## src/srec_pkg.sv

```systemverilog
// Types and constants for the S-record S3/S7 loader.
// No dependencies; used by the loader top level and its checker.
`default_nettype none

package srec_pkg;

  // Record parser phase
  typedef enum logic [3:0] {
    PH_WAIT_S   = 4'd0,
    PH_TYPE     = 4'd1,
    PH_S3_LEN   = 4'd2,
    PH_S3_ADDR0 = 4'd3,
    PH_S3_ADDR1 = 4'd4,
    PH_S3_ADDR2 = 4'd5,
    PH_S3_ADDR3 = 4'd6,
    PH_S3_DATA  = 4'd7,
    PH_S3_SUM   = 4'd8,
    PH_S7_LEN   = 4'd9,
    PH_S7_ADDR0 = 4'd10,
    PH_S7_ADDR1 = 4'd11,
    PH_S7_ADDR2 = 4'd12,
    PH_S7_ADDR3 = 4'd13,
    PH_S7_SUM   = 4'd14
  } phase_e;

  typedef enum logic [2:0] {
    KIND_WRITE = 3'd0,
    KIND_RUN   = 3'd1,
    KIND_FLASH = 3'd2,
    KIND_FATAL = 3'd3,
    KIND_WARN  = 3'd4
  } kind_e;

  typedef enum logic [2:0] {
    ERR_SYNC    = 3'd0,
    ERR_S3_LEN  = 3'd1,
    ERR_RANGE   = 3'd2,
    ERR_CSUM    = 3'd3,
    ERR_S7_LEN  = 3'd4,
    ERR_S7_ADDR = 3'd5
  } err_e;

  typedef enum logic [1:0] {
    CFG_WIN_START = 2'd0,
    CFG_WIN_END   = 2'd1,
    CFG_ROM_BASE  = 2'd2
  } cfg_idx_e;

  typedef struct packed {
    logic       req_type;
    logic [7:0] char_code;
  } in_item_t;

  typedef struct packed {
    kind_e       result_kind;
    logic [31:0] target_address;
    logic [7:0]  write_data;
    logic [31:0] flash_length;
    err_e        error_code;
    logic        last_in_run;
  } out_item_t;

  // Characters
  localparam logic [7:0] CHAR_S  = 8'h53;
  localparam logic [7:0] CHAR_3  = 8'h33;
  localparam logic [7:0] CHAR_7  = 8'h37;
  localparam logic [7:0] CHAR_CR = 8'h0D;
  localparam logic [7:0] CHAR_LF = 8'h0A;

  // Record rules
  localparam logic [7:0] SUM_OK      = 8'hFF;
  localparam logic [7:0] S3_MIN_LEN  = 8'd5;
  localparam logic [7:0] S7_LEN_VAL  = 8'd5;
  localparam logic [31:0] S7_END_GAP = 32'd2;

  // Register reset values
  localparam logic [31:0] WIN_START_RST = 32'h0060_0000;
  localparam logic [31:0] WIN_END_RST   = 32'h0080_0000;
  localparam logic [31:0] ROM_BASE_RST  = 32'h4000_0000;

  // Result queue
  localparam int unsigned RES_DEPTH = 4;
  localparam int unsigned RES_PTR_W = 2;
  localparam int unsigned RES_CNT_W = 3;

endpackage

`default_nettype wire

```

## src/srecord_s3_loader_unit.sv

```systemverilog
// Motorola S-record loader for S3 data records and one S7 end record.
// Depends on srec_pkg for payload types, codes and constants.
//
// Usage:
//   Input channel (in_valid_i/in_ready_o/in_item_i) carries one word per received
//   character, or a start word (req_type = 1) that clears the parser state.
//   Output channel (out_valid_o/out_ready_i/out_item_o) carries byte writes, the
//   run or flash request, fatal errors and bad-digit warnings, with last_in_run
//   marking the final result of each input word.
//   Config channel (cfg_valid_i/cfg_ready_o), always ready, writes window_start,
//   window_end, rom_base; the user writes only while the block is idle, unenforced.
// Pipeline: an accepted word waits in the input register until the result queue has
//   room, is then parsed, and its results are written to the queue before the output.
// Throughput: one input word per cycle while the result queue has room. The parse
//   stage writes up to two results per word into a four-entry result queue; input
//   ready drops while a word waits in the input register and the queue has fewer
//   than two free entries.
// Reset: parser state cleared, registers at their defaults, queue empty.
// Output stall: results wait in the queue; the parse stage then the input
//   register hold, and in_ready_o falls.
`default_nettype none

module srecord_s3_loader_unit (
  input  wire logic               clk_i,
  input  wire logic               rst_ni,
  input  wire logic               in_valid_i,
  output logic                    in_ready_o,
  input  wire srec_pkg::in_item_t in_item_i,
  output logic                    out_valid_o,
  input  wire logic               out_ready_i,
  output srec_pkg::out_item_t     out_item_o,
  input  wire logic               cfg_valid_i,
  output logic                    cfg_ready_o,
  input  wire logic [1:0]         cfg_index_i,
  input  wire logic [31:0]        cfg_data_i
);

  // Configuration registers
  logic [31:0] win_start_q, win_end_q, rom_base_q, delta_q;

  // Input register
  logic               item_vld_q;
  srec_pkg::in_item_t item_q;

  // Parser state
  srec_pkg::phase_e phase_q, phase_d;
  logic        stop_q, stop_d;
  logic        hi_q, hi_d;
  logic [7:0]  byte_q, byte_d;
  logic [7:0]  left_q, left_d;
  logic [7:0]  sum_q, sum_d;
  logic [31:0] addr_q, addr_d;
  logic [31:0] off_q, off_d;
  logic [31:0] low_q, low_d;
  logic [31:0] high_q, high_d;

  // Result queue
  srec_pkg::out_item_t             res_mem_q [srec_pkg::RES_DEPTH];
  logic [srec_pkg::RES_PTR_W-1:0]  wr_ptr_q, rd_ptr_q;
  logic [srec_pkg::RES_CNT_W-1:0]  cnt_q, cnt_d;

  // Datapath signals
  logic        room, go, start, active, hexph, take, pop;
  logic [7:0]  c;
  logic        is_hex;
  logic [3:0]  nib;
  logic [7:0]  b, sum_new, left_m1;
  logic [31:0] ab, a0, a, inc;
  logic        first, reloc, win_ok;
  logic        fail;
  srec_pkg::err_e      fail_code;
  logic                warn_fire, main_fire;
  srec_pkg::out_item_t warn_item, main_item;
  logic [1:0]          push_n;

  // Handshakes
  assign cfg_ready_o = 1'b1;
  assign room        = (cnt_q <= srec_pkg::RES_CNT_W'(srec_pkg::RES_DEPTH - 2));
  assign go          = item_vld_q && room;
  assign in_ready_o  = !item_vld_q || room;
  assign start       = item_q.req_type;
  assign active      = go && !start && !stop_q;
  assign c           = item_q.char_code;
  assign hexph       = (phase_q != srec_pkg::PH_WAIT_S) && (phase_q != srec_pkg::PH_TYPE);
  assign take        = hexph && hi_q;

  // Configuration writes and relocation delta
  always_ff @(posedge clk_i or negedge rst_ni) begin
    if (!rst_ni) begin
      win_start_q <= srec_pkg::WIN_START_RST;
      win_end_q   <= srec_pkg::WIN_END_RST;
      rom_base_q  <= srec_pkg::ROM_BASE_RST;
      delta_q     <= srec_pkg::ROM_BASE_RST - srec_pkg::WIN_START_RST;
    end else begin
      if (cfg_valid_i) begin
        unique case (cfg_index_i)
          srec_pkg::CFG_WIN_START: win_start_q <= cfg_data_i;
          srec_pkg::CFG_WIN_END:   win_end_q   <= cfg_data_i;
          srec_pkg::CFG_ROM_BASE:  rom_base_q  <= cfg_data_i;
          default: ;
        endcase
      end
      delta_q <= rom_base_q - win_start_q;
    end
  end

  // Input register: hold the word until the parse stage takes it
  always_ff @(posedge clk_i or negedge rst_ni) begin
    if (!rst_ni) begin
      item_vld_q <= 1'b0;
    end else if (in_valid_i && in_ready_o) begin
      item_vld_q <= 1'b1;
    end else if (go) begin
      item_vld_q <= 1'b0;
    end
  end

  always_ff @(posedge clk_i) begin
    if (in_valid_i && in_ready_o) begin
      item_q <= in_item_i;
    end
  end

  // Hex digit decode; a bad digit counts as zero
  always_comb begin
    is_hex = 1'b1;
    nib    = 4'd0;
    if (c >= 8'h30 && c <= 8'h39) begin
      nib = c[3:0];
    end else if ((c >= 8'h61 && c <= 8'h66) || (c >= 8'h41 && c <= 8'h46)) begin
      nib = c[3:0] + 4'd9;
    end else begin
      is_hex = 1'b0;
    end
  end

  // Byte assembly, checksum and address arithmetic
  assign b       = byte_q | {4'b0, nib};
  assign sum_new = sum_q + b;
  assign left_m1 = left_q - 8'd1;
  assign ab      = {addr_q[23:0], b};
  assign a0      = ab - off_q;
  assign first   = (low_q == 32'd0);
  assign reloc   = first && (a0 >= rom_base_q);
  assign a       = reloc ? (a0 - delta_q) : a0;
  assign win_ok  = (a >= win_start_q) && (a < win_end_q);
  assign inc     = addr_q + 32'd1;

  // Fatal error decision
  always_comb begin
    fail      = 1'b0;
    fail_code = srec_pkg::ERR_SYNC;
    unique case (phase_q) inside
      srec_pkg::PH_WAIT_S: begin
        fail = (c != srec_pkg::CHAR_S) && (c != srec_pkg::CHAR_CR) &&
               (c != srec_pkg::CHAR_LF);
      end
      srec_pkg::PH_TYPE: begin
        fail = (c != srec_pkg::CHAR_3) && (c != srec_pkg::CHAR_7);
      end
      srec_pkg::PH_S3_LEN: begin
        fail      = take && (b < srec_pkg::S3_MIN_LEN);
        fail_code = srec_pkg::ERR_S3_LEN;
      end
      srec_pkg::PH_S3_ADDR3: begin
        fail      = take && !win_ok;
        fail_code = srec_pkg::ERR_RANGE;
      end
      srec_pkg::PH_S3_SUM: begin
        fail      = take && (sum_new != srec_pkg::SUM_OK);
        fail_code = srec_pkg::ERR_CSUM;
      end
      srec_pkg::PH_S7_LEN: begin
        fail      = take && (b != srec_pkg::S7_LEN_VAL);
        fail_code = srec_pkg::ERR_S7_LEN;
      end
      srec_pkg::PH_S7_SUM: begin
        fail      = take && (off_q == 32'd0) &&
                    ((addr_q < low_q) || (addr_q >= high_q - srec_pkg::S7_END_GAP));
        fail_code = srec_pkg::ERR_S7_ADDR;
      end
      srec_pkg::PH_S3_ADDR0, srec_pkg::PH_S3_ADDR1, srec_pkg::PH_S3_ADDR2,
      srec_pkg::PH_S3_DATA, srec_pkg::PH_S7_ADDR0, srec_pkg::PH_S7_ADDR1,
      srec_pkg::PH_S7_ADDR2, srec_pkg::PH_S7_ADDR3: begin
        fail = 1'b0;
      end
      default: begin
        fail = take;
      end
    endcase
  end

  // Next phase and stop flag
  always_comb begin
    phase_d = phase_q;
    stop_d  = stop_q;
    if (go && start) begin
      phase_d = srec_pkg::PH_WAIT_S;
      stop_d  = 1'b0;
    end else if (active) begin
      if (fail) begin
        stop_d = 1'b1;
      end else begin
        unique case (phase_q) inside
          srec_pkg::PH_WAIT_S: begin
            if (c == srec_pkg::CHAR_S) phase_d = srec_pkg::PH_TYPE;
          end
          srec_pkg::PH_TYPE: begin
            phase_d = (c == srec_pkg::CHAR_3) ? srec_pkg::PH_S3_LEN : srec_pkg::PH_S7_LEN;
          end
          srec_pkg::PH_S3_LEN, srec_pkg::PH_S3_ADDR0, srec_pkg::PH_S3_ADDR1,
          srec_pkg::PH_S3_ADDR2, srec_pkg::PH_S7_LEN, srec_pkg::PH_S7_ADDR0,
          srec_pkg::PH_S7_ADDR1, srec_pkg::PH_S7_ADDR2, srec_pkg::PH_S7_ADDR3: begin
            if (take) phase_d = srec_pkg::phase_e'(phase_q + 4'd1);
          end
          srec_pkg::PH_S3_ADDR3: begin
            if (take) begin
              phase_d = (left_q == 8'd0) ? srec_pkg::PH_S3_SUM : srec_pkg::PH_S3_DATA;
            end
          end
          srec_pkg::PH_S3_DATA: begin
            if (take && left_m1 == 8'd0) phase_d = srec_pkg::PH_S3_SUM;
          end
          srec_pkg::PH_S3_SUM: begin
            if (take) phase_d = srec_pkg::PH_WAIT_S;
          end
          srec_pkg::PH_S7_SUM: begin
            if (take) stop_d = 1'b1;
          end
          default: ;
        endcase
      end
    end
  end

  // Parser datapath and results
  always_comb begin
    hi_d   = hi_q;
    byte_d = byte_q;
    left_d = left_q;
    sum_d  = sum_q;
    addr_d = addr_q;
    off_d  = off_q;
    low_d  = low_q;
    high_d = high_q;

    warn_fire = active && hexph && !is_hex;
    warn_item = '{result_kind: srec_pkg::KIND_WARN, target_address: 32'd0,
                  write_data: 8'd0, flash_length: 32'd0,
                  error_code: srec_pkg::ERR_SYNC, last_in_run: 1'b1};
    main_fire = 1'b0;
    main_item = '{result_kind: srec_pkg::KIND_FATAL, target_address: 32'd0,
                  write_data: 8'd0, flash_length: 32'd0,
                  error_code: fail_code, last_in_run: 1'b1};

    if (go && start) begin
      hi_d   = 1'b0;
      byte_d = 8'd0;
      left_d = 8'd0;
      sum_d  = 8'd0;
      addr_d = 32'd0;
      off_d  = 32'd0;
      low_d  = 32'd0;
      high_d = 32'd0;
    end else if (active) begin
      if (phase_q == srec_pkg::PH_WAIT_S) begin
        if (c == srec_pkg::CHAR_S) sum_d = 8'd0;
      end else if (phase_q == srec_pkg::PH_TYPE) begin
        hi_d = 1'b0;
      end else if (!hi_q) begin
        byte_d = {nib, 4'b0};
        hi_d   = 1'b1;
      end else begin
        byte_d = b;
        hi_d   = 1'b0;
        sum_d  = sum_new;
        unique case (phase_q) inside
          srec_pkg::PH_S3_LEN: begin
            if (!fail) begin
              left_d = b - srec_pkg::S3_MIN_LEN;
              addr_d = 32'd0;
            end
          end
          srec_pkg::PH_S3_ADDR0, srec_pkg::PH_S3_ADDR1, srec_pkg::PH_S3_ADDR2,
          srec_pkg::PH_S7_ADDR0, srec_pkg::PH_S7_ADDR1, srec_pkg::PH_S7_ADDR2,
          srec_pkg::PH_S7_ADDR3: begin
            addr_d = ab;
          end
          srec_pkg::PH_S3_ADDR3: begin
            // Relocation is decided on each record while low_q is still zero, as on the first
            addr_d = ab;
            if (first) begin
              low_d = a;
              if (reloc) off_d = delta_q;
            end
            if (win_ok) begin
              addr_d = a;
              if (left_q == 8'd0 && a > high_q) high_d = a;
            end
          end
          srec_pkg::PH_S3_DATA: begin
            main_fire = 1'b1;
            main_item.result_kind    = srec_pkg::KIND_WRITE;
            main_item.target_address = addr_q;
            main_item.write_data     = b;
            addr_d = inc;
            left_d = left_m1;
            if (left_m1 == 8'd0 && inc > high_q) high_d = inc;
          end
          srec_pkg::PH_S7_LEN: begin
            if (!fail) addr_d = 32'd0;
          end
          srec_pkg::PH_S7_SUM: begin
            if (!fail) begin
              main_fire = 1'b1;
              if (off_q == 32'd0) begin
                main_item.result_kind    = srec_pkg::KIND_RUN;
                main_item.target_address = addr_q;
              end else begin
                main_item.result_kind    = srec_pkg::KIND_FLASH;
                main_item.target_address = win_start_q;
                main_item.flash_length   = high_q - low_q;
              end
            end
          end
          default: ;
        endcase
      end
      if (fail) main_fire = 1'b1;
      if (main_item.result_kind != srec_pkg::KIND_FATAL) begin
        main_item.error_code = srec_pkg::ERR_SYNC;
      end
      warn_item.last_in_run = !main_fire;
    end
  end

  // Parser state registers
  always_ff @(posedge clk_i or negedge rst_ni) begin
    if (!rst_ni) begin
      phase_q <= srec_pkg::PH_WAIT_S;
      stop_q  <= 1'b0;
      hi_q    <= 1'b0;
      byte_q  <= 8'd0;
      left_q  <= 8'd0;
      sum_q   <= 8'd0;
      addr_q  <= 32'd0;
      off_q   <= 32'd0;
      low_q   <= 32'd0;
      high_q  <= 32'd0;
    end else begin
      phase_q <= phase_d;
      stop_q  <= stop_d;
      hi_q    <= hi_d;
      byte_q  <= byte_d;
      left_q  <= left_d;
      sum_q   <= sum_d;
      addr_q  <= addr_d;
      off_q   <= off_d;
      low_q   <= low_d;
      high_q  <= high_d;
    end
  end

  // Result queue: push up to two words, pop one
  assign pop    = out_valid_o && out_ready_i;
  assign push_n = {1'b0, warn_fire} + {1'b0, main_fire};
  assign cnt_d  = cnt_q + srec_pkg::RES_CNT_W'(push_n) - srec_pkg::RES_CNT_W'(pop);

  always_ff @(posedge clk_i or negedge rst_ni) begin
    if (!rst_ni) begin
      wr_ptr_q <= '0;
      rd_ptr_q <= '0;
      cnt_q    <= '0;
    end else begin
      wr_ptr_q <= wr_ptr_q + srec_pkg::RES_PTR_W'(push_n);
      rd_ptr_q <= rd_ptr_q + srec_pkg::RES_PTR_W'(pop);
      cnt_q    <= cnt_d;
    end
  end

  always_ff @(posedge clk_i) begin
    if (warn_fire) begin
      res_mem_q[wr_ptr_q] <= warn_item;
    end
    if (main_fire) begin
      res_mem_q[warn_fire ? wr_ptr_q + srec_pkg::RES_PTR_W'(1) : wr_ptr_q] <= main_item;
    end
  end

  assign out_valid_o = (cnt_q != '0);
  assign out_item_o  = res_mem_q[rd_ptr_q];

endmodule

`default_nettype wire

```

## config.mk

```make
export PLATFORM = sky130hd
export DESIGN_NAME = srecord_s3_loader_unit
export DESIGN_NICKNAME = d
export VERILOG_FILES = /design/src/srec_pkg.sv /design/src/srecord_s3_loader_unit.sv
export SDC_FILE = /design/constraint.sdc
export NUM_CORES = 2
export LEC_CHECK = 0
export BUFFER_PORTS_ARGS = -buffer_cell sky130_fd_sc_hd__buf_2
export CORE_MARGIN = 5
export CORE_UTILIZATION = 64
export DETAILED_ROUTE_END_ITERATION = 10
export PLACE_DENSITY_LB_ADDON = 0.1
export SETUP_SLACK_MARGIN = 0.2
export SLEW_MARGIN = 25
export SYNTH_ARGS = -nofsm -noshare
export SYNTH_HDL_FRONTEND = slang
export SYNTH_SLANG_ARGS = --single-unit
```

## constraint.sdc

```tcl
create_clock -name clk_i -period 11.9 [get_ports clk_i]
set_input_delay 1.785 -clock clk_i [delete_from_list [all_inputs] [get_ports clk_i]]
set_output_delay 1.785 -clock clk_i [all_outputs]
set_load 0.005 [all_outputs]
```

# Yosys cells after proc, flatten, opt, wreduce, memory -nomap -nowiden
# Memory sizes are Yosys's and may differ from the RTL's.
# Index checks and enable logic that the tools add are counted.
# totals
ff_bits	303
latch_bits	0
ramBits	316
rom_bits	0
in_bits	48
out_inout_bits	82
elab_cells	281
mem_count	1
# op_classes
add_sub_neg	17
multipliers	0
n_div	0
order_cmp	15
n_eq_ne	41
shift	0
mux	111
bitwise_logic	1
reduce_logical	75
# memory_table
name	depth	word_bits	rd	rd_ports_with_merged_regs	write_ports	line	rtl
res_mem_q	4	79	1	0	2	srecord_s3_loader_unit.sv:58	srec_pkg::out_item_t res_mem_q [srec_pkg::RES_DEPTH];
# op_table
op	count
2-to-1 mux 32 bit	34
2-to-1 mux 75 bit	5
2-to-1 mux 78 bit	2
2-to-1 mux 8 bit	18
case mux 32 bit (4 select lines)	1
subtractor 32 bit	4
>= comparator 32 bit	3
case mux 35 bit (2 select lines)	1
> comparator 32 bit	2
logical NOT 32 bit	2
less-than comparator 32 bit	2
case mux 32 bit (2 select lines)	1
2-to-1 mux 4 bit	12
2-to-1 mux 35 bit	1
2-to-1 mux 34 bit	1
adder 32 x 1 -> 32 bit, second input constant	1
subtractor 32 x 2 -> 32 bit, second input constant	1
2-to-1 mux 1 bit	29
equality test 4 bit, second input constant	7
logical AND 1 bit	27
case mux 4 bit (6 select lines)	1
!= test 3 x 2 -> 1 bit, second input constant	6
!= test 3 bit, second input constant	6
AND reduction 6 bit	3
other kinds (57)	90

# Depth between registers and ports, before layout
# depth
ltp_word	26
depth_mapped	51
ltp_nobuf	47

# Worst setup path after synthesis
# No wires, ideal clock.
# synth_timing
path_kind	reg-to-reg
from	reg item_q, in the netlist c[0]
to	mem res_mem_q[2][10] (netlist bit), enable pin
setup_ns	0.437
arrival_time_ns	10.480
slack_ns	0.983
path_stages_with_launch	42
n_path_buf	6
synth_period_minus_slack_ns	10.917
cell_sequence	edfxtp_1 ha_1 or3b_1 and3_1 mux2_2 or2_2 clkbuf_1 inv_1 ha_1 nor2b_1 o31a_1 o21ai_0 o311ai_0 o22a_1 a31oi_1 o21ai_0 a31oi_1 xnor2_1 [6 not listed] clkbuf_1 buf_1 mux2_2 ha_1 nand4_1 nor2_1 a221o_1 a221o_1 or3b_1 nand4b_1 o21ai_2 o311a_1 buf_2 o21ai_1 buf_4 nand2_2 buf_2 nand2_1
# synth_rtl
element	line	rtl
from (decl)	srecord_s3_loader_unit.sv:43	srec_pkg::in_item_t item_q;
from (signal assigned)	srecord_s3_loader_unit.sv:120	item_q <= in_item_i;
to (decl)	srecord_s3_loader_unit.sv:58	

# Worst setup path after layout
# layout_timing
from	reg item_q, in the netlist c[6]
to	reg cnt_q[2] (netlist bit)
# layout_via
elab_chain_cells	23
# layout_lines
element	line	rtl
>= comparator 8 x 7 -> 1 bit / <= comparator 8 x 7 -> 1 bit (equally long branches)	srecord_s3_loader_unit.sv:130	end else if ((c >= 8'h61 && c <= 8'h66) || (c >= 8'h41 && c <= 8'h46)) begin
logical AND 1 bit	srecord_s3_loader_unit.sv:130	
logical OR 1 bit	srecord_s3_loader_unit.sv:130	
2-to-1 mux 4 bit	srecord_s3_loader_unit.sv:130	
2-to-1 mux 4 bit	srecord_s3_loader_unit.sv:128	if (c >= 8'h30 && c <= 8'h39) begin
OR 8 x 4 -> 8 bit	srecord_s3_loader_unit.sv:138	assign b = byte_q | {4'b0, nib};
subtractor 32 bit	srecord_s3_loader_unit.sv:142	assign a0 = ab - off_q;
>= comparator 32 bit	srecord_s3_loader_unit.sv:144	assign reloc = first && (a0 >= rom_base_q);
[8 not listed]	n/a	
2-to-1 mux 1 bit	srecord_s3_loader_unit.sv:265	end else if (active) begin
2-to-1 mux 1 bit	srecord_s3_loader_unit.sv:256	if (go && start) begin
2-to-1 mux 1 bit	srecord_s3_loader_unit.sv:265	
2-to-1 mux 1 bit	srecord_s3_loader_unit.sv:256	
adder 1 x 1 -> 2 bit *	srecord_s3_loader_unit.sv:366	assign push_n = {1'b0, warn_fire} + {1'b0, main_fire};
adder 3 x 2 -> 3 bit *	srecord_s3_loader_unit.sv:367	assign cnt_d = cnt_q + srec_pkg::RES_CNT_W'(push_n) - srec_pkg::RES_CNT_W'(pop);
subtractor 3 x 1 -> 3 bit *	srecord_s3_loader_unit.sv:367	
named net cnt_d, one bit	srecord_s3_loader_unit.sv:60	logic [srec_pkg::RES_CNT_W-1:0] cnt_q, cnt_d;
to (signal assigned)	srecord_s3_loader_unit.sv:377	cnt_q <= cnt_d;
to (decl)	srecord_s3_loader_unit.sv:60	
# The timed path passes the listed nets; every way through them passes the cells marked *. The select of a mux whose other input is x is not followed.
# A chain may end at the register's enable or synchronous reset.

==> results_dict.tcl <==
set metrics [dict create \
    status "finished clean" \
    clockBufferDepth 3 \
    htree_levels 3 \
    cpMostUsedCell "ha_1" \
    overflow 0 \
    grt_first_pass_wirelength_mm 182 \
    cts_tree "yes" \
    io_buffers 128 \
    multiInputGateArea_um2 21100 \
    crit_path_end "cnt_q[2]$_DFF_PN0_" \
    tightest_slew_ps 1110 \
    skew_ps 18.1 \
    grt_setup_unrepaired "no" \
    syn_avg_cell_area_um2 10.1 \
    ys_ff_latch 619 \
    r2r-start "c[6]$_DFFE_PP_" \
    cts_inserted_buffers 68 \
    max_stage_delay_ps 500 \
    cts_sinks 619 \
    setup_viol 0 \
    synth-seq-area-share_pct 42.9 \
    grt_pass1_vias 31000 \
    crit_path_start_kind "flip-flop" \
    synthesis.area_um2 39800 \
    r2r_slack_ps 700 \
    routed_via_density 6.48 \
    ff_latch_area_um2 17100 \
    reg2reg_depth 46 \
    worstSetupPathType "flip-flop to flip-flop" \
    path_clk_slew_ps 60 \
    num_io_pins 130 \
    synthCells 3919 \
    hold_violations 0 \
    die_h_um 259 \
    async_reset_ff_share_pct 47.5 \
    post_dp_cell_area_um2 41500 \
    start_util_pct 64.5 \
    synth-edff-count 317 \
    critPathSlowestCell "o21ai_0" \
    r2r-end "cnt_q[2]$_DFF_PN0_" \
    setup_tns_ps 0 \
    n_fill_cell 4581 \
    endpoint_kind "flip-flop" \
    cts_root_buf "clkbuf_16" \
    fmax_mhz 89.3 \
    post-dp-hpwl_mm 88.5 \
    synth.net_count 4351 \
    hold_class "flip-flop to flip-flop" \
    cp_max_fo 11 \
    die_w_um 259 \
    finish.instance_area_um2 43900 \
    final-max-slew-violation-count 0 \
    grt_usage_pct 34.9 \
    hold_start "res_mem_q[0][78]$_SDFFE_PP0P_" \
    nNetsFinal 4460 \
    clock_latency_ps 620 \
    syn_to_final_growth_pct 10.4 \
    insertedDiodeCount 0 \
    rows 91 \
    maxSlewHeadroom_pct 25.8 \
    worstPathArrival_ps 11700 \
    routed_wl_mm 119 \
    vias 31900 \
    crit_required_ps 12400 \
    ant_nets 0 \
    wl_per_cell_um 24.2 \
    min_period_over_period_pct 94.1 \
    gp_congestion 0.994 \
    yosys_warnings 0 \
    initialDrtViolationCount 3541 \
    layout_min_cycle_time_ps 11200 \
    core_um2 61600 \
    drive_above_1_share_pct 14.4 \
    synthFlopType "edfxtp_1" \
    dieArea_um2 67200 \
    synth.distinct_cells 87 \
    firstDrtPassIters 6 \
    drc 0 \
    drv_cap 0 \
    antenna_found_initial 0 \
    grt_max_degree 98 \
    worstSetupStartpoint "c[6]$_DFFE_PP_" \
]
==> sequential cells by signal, summed over array words and instances (netlist names) <==
| name | flops |
|---|---|
| rd_ptr_q | 2 |
| sum_q | 8 |
| item_vld_q | 1 |
| high_q | 32 |
| win_start_q | 32 |
| rom_base_q | 32 |
| addr_q | 32 |
| phase_q | 4 |
| hi_q | 1 |
| win_end_q | 32 |
| res_mem_q | 316 |
| start | 1 |
| off_q | 32 |
| c | 8 |
| wr_ptr_q | 2 |
| delta_q | 32 |
| cnt_q | 3 |
| stop_q | 1 |
| byte_q | 8 |
| low_q | 32 |
| left_q | 8 |
==> critical path, delay by kind of cell (launching register included) <==
family | cells | cell delay (ps)
buffers and inverters | 8 | 1060
AO/OA/AOI/OAI | 16 | 4000
XOR/XNOR | 4 | 820
multiplexers | 2 | 570
flip-flops | 1 | 460
AND/OR/NAND/NOR | 8 | 1770
adder cells (fa/ha/maj) | 8 | 2400
==> cells by family (layout without fill, tap and decap cells) <==
group | Yosys count | after routing | synth area share, %
AOI/OAI and AO/OA | 931 | 931 | 15.5
xor gates and xnor gates | 186 | 186 | 4.10
adders and majority gates | 384 | 384 | 12.2
buffers and inverters | 440 | 603 | 4.35
DFF | 619 | 619 | 42.9
muxes | 180 | 180 | 7.27
other | 1 | 1 | 0.00943
and+or+nand+nor | 1178 | 1178 | 13.7
==> synth_stat cells, types with 31 or more instances <==
cell	count	area (um2)
nor2_1	451	1690
ha_1	378	4730
edfxtp_1	317	9520
inv_1	288	1080
dfrtp_1	282	7060
nand2_1	278	1040
o21ai_0	242	1210
a21oi_1	220	1100
xnor2_1	123	1080
clkbuf_1	100	375
a21o_1	90	676
nand3_1	87	435
mux2_2	81	912
mux4_2	79	1780
nor3_1	65	325
xor2_1	63	552
nand4_1	49	307
o21a_1	45	338
a22o_1	35	307
a31oi_1	35	219
o31ai_1	32	240
nor2_2	31	194
nor4_1	31	194
==> cell usage in the layout (no fill, tap or decap), drive strengths merged, types with 22 or more instances in the layout <==
master / instances
nor2: 482
ha: 378
edfxtp: 317
inv: 291
dfrtp: 282
nand2: 280
o21ai: 250
a21oi: 220
buf: 191
xnor2: 123
a21o: 90
nand3: 87
clkbuf: 83
mux2: 81
mux4: 79
nor3: 67
xor2: 63
nand4: 49
o21a: 45
a31oi: 36
a22o: 35
a22oi: 35
o31ai: 32
nor4: 31
nor2b: 30
nand2b: 29
and3: 28
and2: 26
a211oi: 25
clkinv: 24
o211ai: 22
==> timing repair <==
action                                  in CTS  in global routing
buffers inserted                             0                  2
endpoints found under the hold margin        0                  0
resized for setup                            0                 14
endpoints found under the setup margin       0                 23
hold buffers                                 0                  0
==> layer usage <==
layer  vias to the layer above  global-route usage (%)  wire length [um]
met1                     15500                    51.3             50100
met5                         -                       0                 0
met3                       247                    6.21             11800
li1                      14500                       -                 -
met2                      1591                    52.9             52400
met4                         0                    12.1              4550
==> stage by stage <==
step | util, % | instances | hold WS, ps | setup slack, ps
floorplan | - | 3919 | 432 | 983
global placement | 67.3 | 4792 | 446 | 853
detailed placement | 67.3 | 4792 | 451 | 492
CTS | 71.1 | 4916 | 461 | 399
global route | 71.2 | 4919 | 489 | 168
finish | 71.2 | 4919 | 461 | 702
==> final cells by class <==
cell class,instances,area share [%]
Multi-Input combinational cell,2860,48.2
Tap cell,837,2.39
Sequential cell,619,38.9
Clock inverter,41,1.07
Inverter,288,2.46
Clock buffer,83,4.21
Timing Repair Buffer,191,2.82
==> worst min path at each step <==
stage	endpoint	slack (ps)	cells after the start
finish	res_mem_q[0][78]$_SDFFE_PP0P_	460	2
floorplan	res_mem_q[0][78]$_SDFFE_PP0P_	430	2
global placement	res_mem_q[0][78]$_SDFFE_PP0P_	450	2
detailed placement	res_mem_q[0][78]$_SDFFE_PP0P_	450	2
CTS	res_mem_q[0][78]$_SDFFE_PP0P_	460	2
global route	res_mem_q[0][78]$_SDFFE_PP0P_	490	2
Power is left out: the tool's default activity adds up to more than one toggle a clock period on the data nets, which glitch-free logic cannot reach.
